`config.mk`:
```
export PLATFORM = sky130hd
export DESIGN_NAME = motor_command_parser
export DESIGN_NICKNAME = d
export VERILOG_FILES = /design/src/rtl/mcp_pkg.sv /design/src/rtl/mcp_front.sv /design/src/rtl/mcp_queue.sv /design/src/rtl/mcp_back.sv /design/src/rtl/motor_command_parser.sv
export SDC_FILE = /design/constraint.sdc
export NUM_CORES = 1
export LEC_CHECK = 0
export BUFFER_PORTS_ARGS = -buffer_cell sky130_fd_sc_hd__buf_2
export CELL_PAD_IN_SITES_DETAIL_PLACEMENT = 0
export CELL_PAD_IN_SITES_GLOBAL_PLACEMENT = 2
export CORE_UTILIZATION = 44
export CTS_BUF_LIST = sky130_fd_sc_hd__clkbuf_8
export DETAILED_ROUTE_END_ITERATION = 8
export GPL_ROUTABILITY_DRIVEN = 0
export PLACE_DENSITY_LB_ADDON = 0.2
export REMOVE_ABC_BUFFERS = 1
export SYNTH_ARGS = -nofsm -noshare
export SYNTH_HDL_FRONTEND = slang
export SYNTH_SLANG_ARGS = --single-unit
```
`constraint.sdc`:
```
create_clock -name i_clk -period 5.6 [get_ports i_clk]
set_input_delay 0 -clock i_clk [delete_from_list [all_inputs] [get_ports i_clk]]
set_output_delay 0 -clock i_clk [all_outputs]
set_load 0.1 [all_outputs]
```
`src/rtl/mcp_pkg.sv`:
```
`default_nettype none
package mcp_pkg;

    localparam int CFG_IDX_W = 1;
    localparam int Q_DEPTH   = 4;
    localparam int Q_PTR_W   = $clog2(Q_DEPTH);
    localparam int Q_CNT_W   = $clog2(Q_DEPTH + 1);
    localparam int OUT_W     = 48;

    localparam logic [CFG_IDX_W-1:0] REG_SPEED_LETTER = 1'd0;
    localparam logic [CFG_IDX_W-1:0] REG_FREQ_LETTER  = 1'd1;

    localparam logic [7:0] SPEED_LETTER_RST = 8'd115;
    localparam logic [7:0] FREQ_LETTER_RST  = 8'd102;

    localparam logic [7:0] CH_ZERO    = 8'd48;
    localparam logic [7:0] CH_NINE    = 8'd57;
    localparam logic [7:0] CH_COLON   = 8'd58;
    localparam logic [7:0] CH_MINUS   = 8'd45;
    localparam logic [7:0] CH_NEWLINE = 8'd10;

    localparam logic [1:0] KIND_NONE  = 2'd0;
    localparam logic [1:0] KIND_SPEED = 2'd1;
    localparam logic [1:0] KIND_FREQ  = 2'd2;

    localparam logic [1:0] ST_OK      = 2'd0;
    localparam logic [1:0] ST_SYNTAX  = 2'd1;
    localparam logic [1:0] ST_UNKNOWN = 2'd2;
    localparam logic [1:0] ST_NOCOLON = 2'd3;

    localparam logic OP_SPEED = 1'b0;
    localparam logic OP_FREQ  = 1'b1;

    // classified byte handed from the front end to the parser
    typedef struct packed {
        logic       is_digit;
        logic [3:0] digit;
        logic       is_colon;
        logic       is_minus;
        logic       is_newline;
        logic       is_speed;
        logic       is_freq;
        logic       last;
    } t_token;

    typedef struct packed {
        logic full;
        logic empty;
    } t_q_stat;

    typedef struct packed {
        logic [1:0]         status;
        logic [16:0]        pwm_frequency;
        logic signed [10:0] right_speed;
        logic signed [10:0] left_speed;
        logic               op_kind;
    } t_result;

endpackage
`default_nettype wire

```
`src/rtl/mcp_front.sv`:
```
`default_nettype none
module mcp_front (
    input  wire logic                         i_clk,
    input  wire logic                         i_rst_n,
    input  wire logic                         i_cfg_valid,
    input  wire logic [mcp_pkg::CFG_IDX_W-1:0] i_cfg_index,
    input  wire logic [7:0]                   i_cfg_data,
    input  wire logic [7:0]                   i_byte,
    input  wire logic                         i_last,
    output      mcp_pkg::t_token              o_token
);

    logic [7:0] r_speed_letter;
    logic [7:0] r_freq_letter;

    always_ff @(posedge i_clk) begin
        if (!i_rst_n) begin
            r_speed_letter <= mcp_pkg::SPEED_LETTER_RST;
            r_freq_letter  <= mcp_pkg::FREQ_LETTER_RST;
        end else if (i_cfg_valid) begin
            case (i_cfg_index)
                mcp_pkg::REG_SPEED_LETTER: r_speed_letter <= i_cfg_data;
                mcp_pkg::REG_FREQ_LETTER:  r_freq_letter  <= i_cfg_data;
                default: ;
            endcase
        end
    end

    logic [7:0] digit_off;
    assign digit_off = i_byte - mcp_pkg::CH_ZERO;

    always_comb begin
        o_token.is_digit   = (i_byte >= mcp_pkg::CH_ZERO) && (i_byte <= mcp_pkg::CH_NINE);
        o_token.digit      = digit_off[3:0];
        o_token.is_colon   = (i_byte == mcp_pkg::CH_COLON);
        o_token.is_minus   = (i_byte == mcp_pkg::CH_MINUS);
        o_token.is_newline = (i_byte == mcp_pkg::CH_NEWLINE);
        o_token.is_speed   = (i_byte == r_speed_letter);
        o_token.is_freq    = (i_byte == r_freq_letter);
        o_token.last       = i_last;
    end

endmodule
`default_nettype wire

```
`src/rtl/mcp_queue.sv`:
```
`default_nettype none
module mcp_queue (
    input  wire logic             i_clk,
    input  wire logic             i_rst_n,
    input  wire logic             i_push,
    input  wire mcp_pkg::t_token  i_token,
    input  wire logic             i_pop,
    output mcp_pkg::t_token       o_token,
    output mcp_pkg::t_q_stat      o_stat
);

    mcp_pkg::t_token                r_mem [mcp_pkg::Q_DEPTH];
    logic [mcp_pkg::Q_PTR_W-1:0]    r_wr_ptr;
    logic [mcp_pkg::Q_PTR_W-1:0]    r_rd_ptr;
    logic [mcp_pkg::Q_CNT_W-1:0]    r_count;

    always_ff @(posedge i_clk) begin
        if (i_push) begin
            r_mem[r_wr_ptr] <= i_token;
        end
    end

    always_ff @(posedge i_clk) begin
        if (!i_rst_n) begin
            r_wr_ptr <= '0;
            r_rd_ptr <= '0;
            r_count  <= '0;
        end else begin
            if (i_push) begin
                r_wr_ptr <= r_wr_ptr + 1'b1;
            end
            if (i_pop) begin
                r_rd_ptr <= r_rd_ptr + 1'b1;
            end
            case ({i_push, i_pop})
                2'b10:   r_count <= r_count + 1'b1;
                2'b01:   r_count <= r_count - 1'b1;
                default: r_count <= r_count;
            endcase
        end
    end

    assign o_token      = r_mem[r_rd_ptr];
    assign o_stat.full  = (r_count == mcp_pkg::Q_CNT_W'(mcp_pkg::Q_DEPTH));
    assign o_stat.empty = (r_count == '0);

endmodule
`default_nettype wire

```
`src/rtl/mcp_back.sv`:
```
`default_nettype none
module mcp_back (
    input  wire logic             i_clk,
    input  wire logic             i_rst_n,
    input  wire mcp_pkg::t_token  i_token,
    input  wire mcp_pkg::t_q_stat i_q_stat,
    output logic                  o_pop,
    output mcp_pkg::t_result      o_result,
    output logic                  o_valid,
    input  wire logic             i_ready
);

    logic [3:0]  r_pos, n_pos;
    logic [1:0]  r_kind, n_kind;
    logic        r_lneg, n_lneg;
    logic        r_rneg, n_rneg;
    logic [9:0]  r_lacc, n_lacc;
    logic [9:0]  r_racc, n_racc;
    logic [16:0] r_facc, n_facc;
    logic [1:0]  r_err, n_err;
    logic        r_done, n_done;

    logic            r_out_valid;
    mcp_pkg::t_result r_out, n_out;

    logic        out_free;
    logic [3:0]  lstart, rsig, rstart;
    logic [9:0]  lacc_next, racc_next;
    logic [16:0] facc_next;
    logic [1:0]  status;
    logic [10:0] lmag, rmag;

    assign out_free = !r_out_valid || i_ready;
    assign o_pop    = !i_q_stat.empty && (!i_token.last || out_free);

    // x*10 + d as shift-and-add, wrapped to the accumulator width
    assign lacc_next = (r_lacc << 3) + (r_lacc << 1) + 10'(i_token.digit);
    assign racc_next = (r_racc << 3) + (r_racc << 1) + 10'(i_token.digit);
    assign facc_next = (r_facc << 3) + (r_facc << 1) + 17'(i_token.digit);

    assign lstart = 4'd2 + 4'(r_lneg);
    assign rsig   = lstart + 4'd3;
    assign rstart = rsig + 4'(r_rneg);

    always_comb begin
        n_pos  = r_pos;
        n_kind = r_kind;
        n_lneg = r_lneg;
        n_rneg = r_rneg;
        n_lacc = r_lacc;
        n_racc = r_racc;
        n_facc = r_facc;
        n_err  = r_err;
        n_done = r_done;

        if (r_err == mcp_pkg::ST_OK && !r_done) begin
            if (r_pos == 4'd0) begin
                if (!i_token.is_colon) n_err = mcp_pkg::ST_NOCOLON;
            end else if (r_pos == 4'd1) begin
                if (i_token.is_speed)     n_kind = mcp_pkg::KIND_SPEED;
                else if (i_token.is_freq) n_kind = mcp_pkg::KIND_FREQ;
                else                      n_err  = mcp_pkg::ST_UNKNOWN;
            end else if (r_kind == mcp_pkg::KIND_SPEED) begin
                if (r_pos == 4'd2 && i_token.is_minus) begin
                    n_lneg = 1'b1;
                end else if (r_pos < lstart + 4'd3) begin
                    if (i_token.is_digit) n_lacc = lacc_next;
                    else                  n_err  = mcp_pkg::ST_SYNTAX;
                end else if (r_pos == rsig && !r_rneg && i_token.is_minus) begin
                    n_rneg = 1'b1;
                end else if (r_pos < rstart + 4'd3) begin
                    if (i_token.is_digit) n_racc = racc_next;
                    else                  n_err  = mcp_pkg::ST_SYNTAX;
                end else if (i_token.is_newline) begin
                    n_done = 1'b1;
                end else begin
                    n_err = mcp_pkg::ST_SYNTAX;
                end
            end else begin
                if (r_pos <= 4'd6) begin
                    if (i_token.is_digit) n_facc = facc_next;
                    else                  n_err  = mcp_pkg::ST_SYNTAX;
                end else if (i_token.is_newline) begin
                    n_done = 1'b1;
                end else begin
                    n_err = mcp_pkg::ST_SYNTAX;
                end
            end
            if (r_pos != 4'hF) n_pos = r_pos + 4'd1;
        end

        if (n_err != mcp_pkg::ST_OK)     status = n_err;
        else if (n_done)                 status = mcp_pkg::ST_OK;
        else if (n_kind == mcp_pkg::KIND_NONE) status = mcp_pkg::ST_UNKNOWN;
        else                             status = mcp_pkg::ST_SYNTAX;

        lmag = n_lneg ? (11'd0 - {1'b0, n_lacc}) : {1'b0, n_lacc};
        rmag = n_rneg ? (11'd0 - {1'b0, n_racc}) : {1'b0, n_racc};

        n_out        = '0;
        n_out.status = status;
        if (status == mcp_pkg::ST_OK) begin
            if (n_kind == mcp_pkg::KIND_SPEED) begin
                n_out.op_kind     = mcp_pkg::OP_SPEED;
                n_out.left_speed  = lmag;
                n_out.right_speed = rmag;
            end else begin
                n_out.op_kind       = mcp_pkg::OP_FREQ;
                n_out.pwm_frequency = n_facc;
            end
        end
    end

    always_ff @(posedge i_clk) begin
        if (!i_rst_n) begin
            r_pos       <= '0;
            r_kind      <= mcp_pkg::KIND_NONE;
            r_lneg      <= 1'b0;
            r_rneg      <= 1'b0;
            r_lacc      <= '0;
            r_racc      <= '0;
            r_facc      <= '0;
            r_err       <= mcp_pkg::ST_OK;
            r_done      <= 1'b0;
            r_out_valid <= 1'b0;
        end else begin
            if (o_pop && i_token.last) begin
                r_out_valid <= 1'b1;
            end else if (i_ready) begin
                r_out_valid <= 1'b0;
            end
            if (o_pop) begin
                if (i_token.last) begin
                    // hand off the result and clear for the next command
                    r_pos  <= '0;
                    r_kind <= mcp_pkg::KIND_NONE;
                    r_lneg <= 1'b0;
                    r_rneg <= 1'b0;
                    r_lacc <= '0;
                    r_racc <= '0;
                    r_facc <= '0;
                    r_err  <= mcp_pkg::ST_OK;
                    r_done <= 1'b0;
                end else begin
                    r_pos  <= n_pos;
                    r_kind <= n_kind;
                    r_lneg <= n_lneg;
                    r_rneg <= n_rneg;
                    r_lacc <= n_lacc;
                    r_racc <= n_racc;
                    r_facc <= n_facc;
                    r_err  <= n_err;
                    r_done <= n_done;
                end
            end
        end
    end

    always_ff @(posedge i_clk) begin
        if (o_pop && i_token.last) begin
            r_out <= n_out;
        end
    end

    assign o_valid  = r_out_valid;
    assign o_result = r_out;

endmodule
`default_nettype wire

```
`src/rtl/motor_command_parser.sv`:
```
// Motor command parser.
// Slave stream: one ASCII byte per transaction in s_tdata[7:0], s_tlast high on
// the final byte of a command. Bytes are classified on entry and queued in a
// four-entry queue; the parser drains the queue one byte per cycle.
// Master stream: one transaction per command, issued for the byte with tlast;
// m_tuser carries the command kind. That byte is written into the queue, then popped
// by the parser, which registers the result and raises m_tvalid.
// Throughput: one byte per cycle sustained; the parser's single output
// register is the only point where a stalled master holds back the queue.
// While a result waits, the final byte of the next command holds at the head
// of the queue; s_tready drops once it and three more bytes are queued.
// Configuration: cfg channel writes the speed letter (index 0) or the frequency
// letter (index 1); o_cfg_ready is always high. Write only while idle.
// Reset (synchronous, active low) empties the queue, clears the parser, drops
// m_tvalid and restores the letters to 's' and 'f'.
`default_nettype none
module motor_command_parser (
    input  wire logic                          i_clk,
    input  wire logic                          i_rst_n,
    input  wire logic                          i_cfg_valid,
    output wire logic                          o_cfg_ready,
    input  wire logic [mcp_pkg::CFG_IDX_W-1:0] i_cfg_index,
    input  wire logic [7:0]                    i_cfg_data,
    input  wire logic                          i_s_tvalid,
    output wire logic                          o_s_tready,
    input  wire logic [7:0]                    i_s_tdata,  // [7:0] cmd_byte
    input  wire logic                          i_s_tlast,  // end_of_command
    output wire logic                          o_m_tvalid,
    input  wire logic                          i_m_tready,
    // [10:0] left_speed, [21:11] right_speed, [38:22] pwm_frequency,
    // [40:39] status, [47:41] zero
    output wire logic [mcp_pkg::OUT_W-1:0]     o_m_tdata,
    output wire logic                          o_m_tuser   // [0] op_kind
);

    mcp_pkg::t_token  front_token;
    mcp_pkg::t_token  q_token;
    mcp_pkg::t_q_stat q_stat;
    mcp_pkg::t_result result;
    logic             push;
    logic             pop;

    assign o_cfg_ready = 1'b1;
    assign o_s_tready  = !q_stat.full;
    assign push        = i_s_tvalid && o_s_tready;

    mcp_front u_front (
        .i_clk       (i_clk),
        .i_rst_n     (i_rst_n),
        .i_cfg_valid (i_cfg_valid),
        .i_cfg_index (i_cfg_index),
        .i_cfg_data  (i_cfg_data),
        .i_byte      (i_s_tdata),
        .i_last      (i_s_tlast),
        .o_token     (front_token)
    );

    mcp_queue u_queue (
        .i_clk   (i_clk),
        .i_rst_n (i_rst_n),
        .i_push  (push),
        .i_token (front_token),
        .i_pop   (pop),
        .o_token (q_token),
        .o_stat  (q_stat)
    );

    mcp_back u_back (
        .i_clk    (i_clk),
        .i_rst_n  (i_rst_n),
        .i_token  (q_token),
        .i_q_stat (q_stat),
        .o_pop    (pop),
        .o_result (result),
        .o_valid  (o_m_tvalid),
        .i_ready  (i_m_tready)
    );

    assign o_m_tdata = {7'd0, result.status, result.pwm_frequency, result.right_speed,
                        result.left_speed};
    assign o_m_tuser = result.op_kind;

`ifndef SYNTHESIS
    a_err_fields_zero: assert property (@(posedge i_clk) disable iff (!i_rst_n)
        (o_m_tvalid && result.status != mcp_pkg::ST_OK) |->
        (result.op_kind == 1'b0 && result.left_speed == '0 &&
         result.right_speed == '0 && result.pwm_frequency == '0))
        else $error("faulted result carries nonzero values");

    a_freq_no_speed: assert property (@(posedge i_clk) disable iff (!i_rst_n)
        (o_m_tvalid && result.op_kind == mcp_pkg::OP_FREQ) |->
        (result.left_speed == '0 && result.right_speed == '0))
        else $error("frequency result carries speed values");

    a_no_pop_when_empty: assert property (@(posedge i_clk) disable iff (!i_rst_n)
        q_stat.empty |-> !pop)
        else $error("parser drained an empty queue");

    a_reset_drops_valid: assert property (@(posedge i_clk)
        !i_rst_n |=> !o_m_tvalid)
        else $error("result valid after reset");
`endif

endmodule
`default_nettype wire

```
==> impl_metrics.json, run 1 <==
{
  "clk_latency_ns": 0.47,
  "vias": 7007,
  "numCtsBuffers": 17,
  "first_pass_iters": 5,
  "syn_inst": 944,
  "yosys_warnings": 0,
  "htreeDepth": 4,
  "area_growth_pct": 11.7,
  "rows": 53,
  "peakVddDrop_uv": 415,
  "setup_viol": 0,
  "clock_path_buffers": 2,
  "track_usage_pct": 21.1,
  "grt_pass1_vias": 6737,
  "synth_area_leaders": "edfxtp_1 (27%), dfxtp_1 (16%), ha_1 (9.8%), nand2_1 (3.9%), nor2_1 (3.6%)",
  "antennaDiodeCount": 0,
  "syn_area_mm2": 0.00944,
  "layout-drive-gt1-share_pct": 13.3,
  "dieArea_mm2": 0.0220,
  "antenna_found_initial": 0,
  "core_area_mm2": 0.0210,
  "power_density_mw_per_mm2": 405,
  "grt_max_degree": 70,
  "ys_ff_latch": 160,
  "synth_edf_count": 86,
  "rsz0062_at_grt": "false",
  "drt_iter0_drc": 304,
  "cts.sinks": 160,
  "crit_type": "flop to flop",
  "wirelength_um": 21900,
  "synth.avg_cell_area_um2": 10.0,
  "wl_per_cell_um": 16.7,
  "drc": 0,
  "crit_path_start_kind": "flop",
  "yosysTopAreaCell": "edfxtp_1",
  "start_util_pct": 44.9,
  "postCtsSetupBuffers": 0,
  "crit_path_max_fanout": 7,
  "grt_pass1_wl_um": 35600,
  "max_freq_ghz": 0.233,
  "cap_viol_max_count": 0,
  "cp.required_ns": 5.96,
  "period_share_pct": 76.6,
  "min_period_ns": 4.29,
  "tightest_slew_ns": 1.10,
  "drv_slew": 0,
  "outcome": "finished clean",
  "num-nets-final": 1124,
  "drt.antenna.violating_nets": 0,
  "async_flop_share_pct": 0,
  "ys_types": 75,
  "dp_hpwl_um": 15000,
  "fin_ws_ns": 1.31,
  "cp.arrival_ns": 4.65,
  "pre_cts_ws_ns": 1.28,
  "cts_tree": "done",
  "die_height_um": 148,
  "vias_per_cell": 5.36,
  "synth_top_cell_area_share_pct": 27.4,
  "slew_headroom_pct": 26.7,
  "clockRootBuffer": "clkbuf_8",
  "tns_ns": 0,
  "ios": 75,
  "yosysSeqAreaShare_pct": 43.1,
  "ys.flop_type": "edfxtp_1",
  "hp-class": "input port to flop",
  "p_leak_nw": 4.06,
  "port_buffers": 66,
  "path_clk_slew_ns": 0.10,
  "endpoint_kind": "flop",
  "finClkSkew_ns": 0.0141,
  "grt_overflow": 0,
  "hold_violations": 0,
  "die_x_um": 148
}
cells in the mapped netlist, types with 3 or more instances:
cell type and number:
nand3_1 45, mux4_1 3, mux4_2 8, nand4_1 7, and2_1 26, o21ai_1 3, a21oi_1 33, xor2_1 26
and3_1 10, nand2b_1 6, nor4_1 6, o21ai_0 40, o21a_1 11, nor2b_1 18, a22oi_1 7, or3_1 8
nor3_1 21, buf_6 4, xnor2_1 36, o21bai_1 6, buf_4 12, clkbuf_1 20, nor2_1 91, or2_2 4
mux2i_1 12, mux2_2 3, edfxtp_1 86, a21o_1 4, a31oi_1 8, inv_1 34, fa_1 7, a211oi_1 14
or4_1 3, ha_1 74, buf_2 6, nand2_1 98, dfxtp_1 74, a21boi_0 22
power by group:
part           switching (mW)  internal (mW)  total (mW)
clock network           0.533          0.338       0.871
registers              0.0747           1.45        1.53
logic                    1.48          0.394        1.87
total                    2.08           2.18        4.27
worst max-delay path, cell delays in order, from the launching register on:
cell and delay (ns):
dfxtp_1 0.59, mux4_2 0.66, fa_1 0.49, ha_1 0.32, a211o_1 0.32, a2111oi_0 0.50
o311ai_0 0.28, o41ai_1 0.47, o21bai_1 0.12, a21oi_1 0.19, xor2_1 0.15, o21ai_0 0.09
sequential cells by signal, indices dropped and copies added, names as in the netlist, named ones only:
register / cells
u_queue.r_mem: 44
u_back.o_result: 42
u_back.r_facc: 17
u_back.r_lacc: 10
u_back.r_racc: 10
u_front.r_freq_letter: 8
u_front.r_speed_letter: 8
u_back.r_pos: 4
u_queue.r_count: 3
u_back.r_err: 2
u_back.r_kind: 2
u_queue.r_rd_ptr: 2
u_queue.r_wr_ptr: 2
u_back.o_valid: 1
u_back.r_done: 1
u_back.r_lneg: 1
u_back.r_rneg: 1
placed cells by master, fill, tap and decap left out, drive strengths merged, types with 7 or more instances in the layout:
| cell type | instances |
|---|---|
| nand2 | 98 |
| nor2 | 92 |
| edfxtp | 86 |
| buf | 76 |
| ha | 74 |
| dfxtp | 74 |
| nand3 | 46 |
| o21ai | 43 |
| inv | 42 |
| xnor2 | 36 |
| a21oi | 33 |
| and2 | 26 |
| xor2 | 26 |
| a21boi | 22 |
| nor3 | 21 |
| nor2b | 18 |
| clkbuf | 17 |
| dlygate4sd3 | 17 |
| a211oi | 16 |
| mux2i | 13 |
| o21a | 11 |
| and3 | 11 |
| mux4 | 11 |
| a31oi | 8 |
| or3 | 8 |
| conb | 8 |
| nand4 | 7 |
| a22oi | 7 |
| fa | 7 |
| o21bai | 7 |
layout make-up:
type	instances	area, um^2
clock buffers	17	234
clock inverters	15	168
repair buffers	93	576
fillers	1991	10500
multi-input cells	713	5030
flip-flops and latches	160	4060
well taps	275	344
inverters	35	131
cells by family (layout without fill, tap and decap cells):
group           Yosys count  after routing  synth area share [%]
simple gates            360            360                  18.9
compound gates          175            175                  12.4
flops                   160            160                  43.1
fa+ha+maj                81             81                  11.3
buf+inv                  77            160                  3.94
xor+xnor                 62             62                  5.75
mux                      27             27                  4.61
other cells               2              8                0.0796
layer usage:
layer | share of wire (%) | GRT usage (%) | up-vias | routed length, um
met5 | 0 | 0 | - | 0
met4 | 1.2 | 5.67 | 0 | 258
met3 | 2.7 | 3.96 | 20 | 592
met2 | 46 | 33.1 | 125 | 10100
met1 | 50 | 29.6 | 3334 | 11000
li1 | - | - | 3528 | -
per-stage QoR:
step	utilization, %	instances	hold slack [ns]	power [mW]	cell area (um^2)
6_report	50.2	1308	0.0460	4.27	10500
5_1_grt	50.2	1308	0.0348	4.48	10500
3_5_place_dp	47.4	1259	0.230	3.43	9970
3_3_place_gp	47.4	1259	0.229	3.42	9970
2_1_floorplan	-	908	0.0718	2.94	9220
4_1_cts	50.2	1308	0.0214	4.31	10500
worst paths after layout:
path	from	end	slack [ns]	depth (start not counted)
setup / recovery	flop	u_back.r_facc[15]	1.31	11
hold / removal	i_s_tdata[5]	u_queue.r_mem[1][3]	0.05	3
setup reg to reg	flop	u_back.r_facc[15]	1.31	11
hold reg to reg	u_front.r_speed_letter[3]	u_front.r_speed_letter[3]	0.49	2
what timing repair did:
action                                 CTS  global route
gates resized for setup                  0             0
endpoints found under the hold margin   42             0
hold buffers                            17             0
Note: power is estimated with default switching activity, not from simulation.
==> run 2, diff against run 1 <==
--- a/config.mk
+++ b/config.mk
@@ -8,7 +8,7 @@
 export BUFFER_PORTS_ARGS = -buffer_cell sky130_fd_sc_hd__buf_2
 export CELL_PAD_IN_SITES_DETAIL_PLACEMENT = 0
 export CELL_PAD_IN_SITES_GLOBAL_PLACEMENT = 2
-export CORE_UTILIZATION = 44
+export CORE_UTILIZATION = 37
 export CTS_BUF_LIST = sky130_fd_sc_hd__clkbuf_8
 export DETAILED_ROUTE_END_ITERATION = 8
 export GPL_ROUTABILITY_DRIVEN = 0
==> constraint.sdc (replaced) <==
create_clock -name i_clk -period 3.6 [get_ports i_clk]
set_input_delay 0 -clock i_clk [delete_from_list [all_inputs] [get_ports i_clk]]
set_output_delay 0 -clock i_clk [all_outputs]
set_load 0.1 [all_outputs]
==> run 2 against run 1 <==
Against the previous run: hold slack got worse by 0.025 ns; clock-buffer cell count did not move; sequential cell count is the same; clock skew is 0.0038 ns higher; global-route usage down 2.6 points; via count increased by 2.6%; register-to-register slack worse by 1.3 ns; largest cell class unchanged; largest power group unchanged.
==> impl_metrics.json, run 2 (synthesized netlist as in run 1, its figures left out) <==
{
  "start_util_pct": 37.6,
  "dp_hpwl_um": 17000,
  "fillers": 2458,
  "period_share_pct": 98.5,
  "port_buffers": 66,
  "grt_pass1_wl_um": 37400,
  "grt.busiest_layer": "met2",
  "pre_cts_ws_ns": -0.199,
  "die_height_um": 162,
  "fin_total_pwr_mw": 6.89,
  "seq_area_mm2": 0.00407,
  "clk_latency_ns": 0.46,
  "finClkSkew_ns": 0.0179,
  "grt_util_met2_pct": 30.9,
  "vias_per_cell": 5.03,
  "dieArea_mm2": 0.0262,
  "clock_path_buffers": 2,
  "crit_path_max_fanout": 3,
  "rows": 58,
  "cp.arrival_ns": 3.77,
  "numCtsBuffers": 17,
  "hp-class": "input port to flop",
  "outcome": "finished clean",
  "cts_tree": "done",
  "final_util_pct": 45.5,
  "multi_input_area_mm2": 0.00529,
  "cp.required_ns": 3.82,
  "antenna_found_initial": 0,
  "layout-drive-gt1-share_pct": 21.5,
  "cts.sinks": 160,
  "rsz0062_at_grt": "true",
  "tns_ns": 0,
  "grt_max_degree": 43,
  "htreeDepth": 4,
  "track_usage_pct": 18.5,
  "ios": 75,
  "num-nets-final": 1190,
  "drt.antenna.violating_nets": 0,
  "largest_reg_flops": 44,
  "slew_headroom_pct": 29.1,
  "peakVddDrop_uv": 419,
  "area_growth_pct": 21.1,
  "drv_slew": 0,
  "vias": 7186,
  "drc": 0,
  "power_density_mw_per_mm2": 603,
  "grt_pass1_vias": 7016,
  "grt_overflow": 0,
  "fin_ws_ns": 0.0524,
  "min_period_ns": 3.55,
  "crit_path_start_kind": "flop",
  "antennaDiodeCount": 0,
  "p_leak_nw": 4.47,
  "core_area_mm2": 0.0251,
  "wirelength_um": 23300,
  "hold_violations": 0,
  "crit_type": "flop to flop",
  "first_pass_iters": 5,
  "clockRootBuffer": "clkbuf_8",
  "mostFrequentLayoutCells": "nand2_1 (98), nor2_1 (90), edfxtp_1 (86)",
  "use_met3_pct": 3.06,
  "cap_viol_max_count": 0,
  "path_clk_slew_ns": 0.10,
  "grt_use_met1_pct": 24.8,
  "max_freq_ghz": 0.282,
  "drt_iter0_drc": 300,
  "die_x_um": 162,
  "largest-register": "u_queue.r_mem",
  "endpoint_kind": "flop",
  "final_common_cell": "nand2_1",
  "tightest_slew_ns": 1.06,
  "setup_viol": 0,
  "fin_hold_ws_ns": 0.0214,
  "wl_per_cell_um": 16.3
}
==> run 2: per-stage QoR <==
step | std cells | instance area (um^2)
global route | 1429 | 11400
finish | 1429 | 11400
detailed placement | 1366 | 10400
CTS | 1423 | 11200
floorplan | 908 | 9220
global placement | 1366 | 10400
==> run 2: power by group <==
part | leakage, nW | internal [mW] | switching, mW | total, mW
logic | 2.83 | 0.745 | 2.35 | 3.10
registers | 1.42 | 2.26 | 0.0931 | 2.35
clock network | 0.221 | 0.700 | 0.744 | 1.44
total | 4.47 | 3.71 | 3.19 | 6.89
==> run 2: worst paths after layout <==
check / cells after the start / endpoint / slack (ns) / startpoint
hold / removal: 2 / u_front.r_freq_letter[1] / 0.02 / i_rst_n
hold reg to reg: 2 / u_front.r_freq_letter[5] / 0.48 / u_front.r_freq_letter[5]
setup / recovery: 14 / u_back.o_result[21] / 0.05 / flop
setup reg to reg: 14 / u_back.o_result[21] / 0.05 / flop
==> run 2: critical path, stage by stage (launching register included) <==
cell	delay [ns]
dfxtp_2	0.36
mux4_2	0.53
buf_4	0.17
inv_1	0.07
fa_2	0.47
inv_2	0.07
ha_1	0.23
a211oi_2	0.22
o21bai_1	0.13
a2111oi_0	0.39
or3_1	0.19
xnor2_1	0.12
o21a_1	0.20
xnor2_1	0.13
nor2_1	0.05
==> run 2: layout make-up <==
| cell class | count | area share [%] |
|---|---|---|
| clock buffer | 17 | 2.05 |
| clock inverter | 15 | 1.63 |
| tap | 330 | 3.61 |
| sequential | 160 | 35.6 |
| multi-input combinational | 713 | 46.3 |
| timing repair buffer | 159 | 9.70 |
| inverter | 35 | 1.15 |
==> run 2: what timing repair did <==
| item | in CTS | in global routing |
|---|---|---|
| pin swaps | 12 | 35 |
| setup endpoints to repair | 12 | 21 |
| hold buffers | 24 | 0 |
| setup buffers | 1 | 6 |
| endpoints found under the hold margin | 43 | 0 |
| resized for setup | 18 | 37 |
==> run 2: layer usage <==
layer  up-vias  wire [um]
li1       3676          -
met1      3369      11300
met2       124      11100
met3        17        578
met4         0        289
met5         -          0
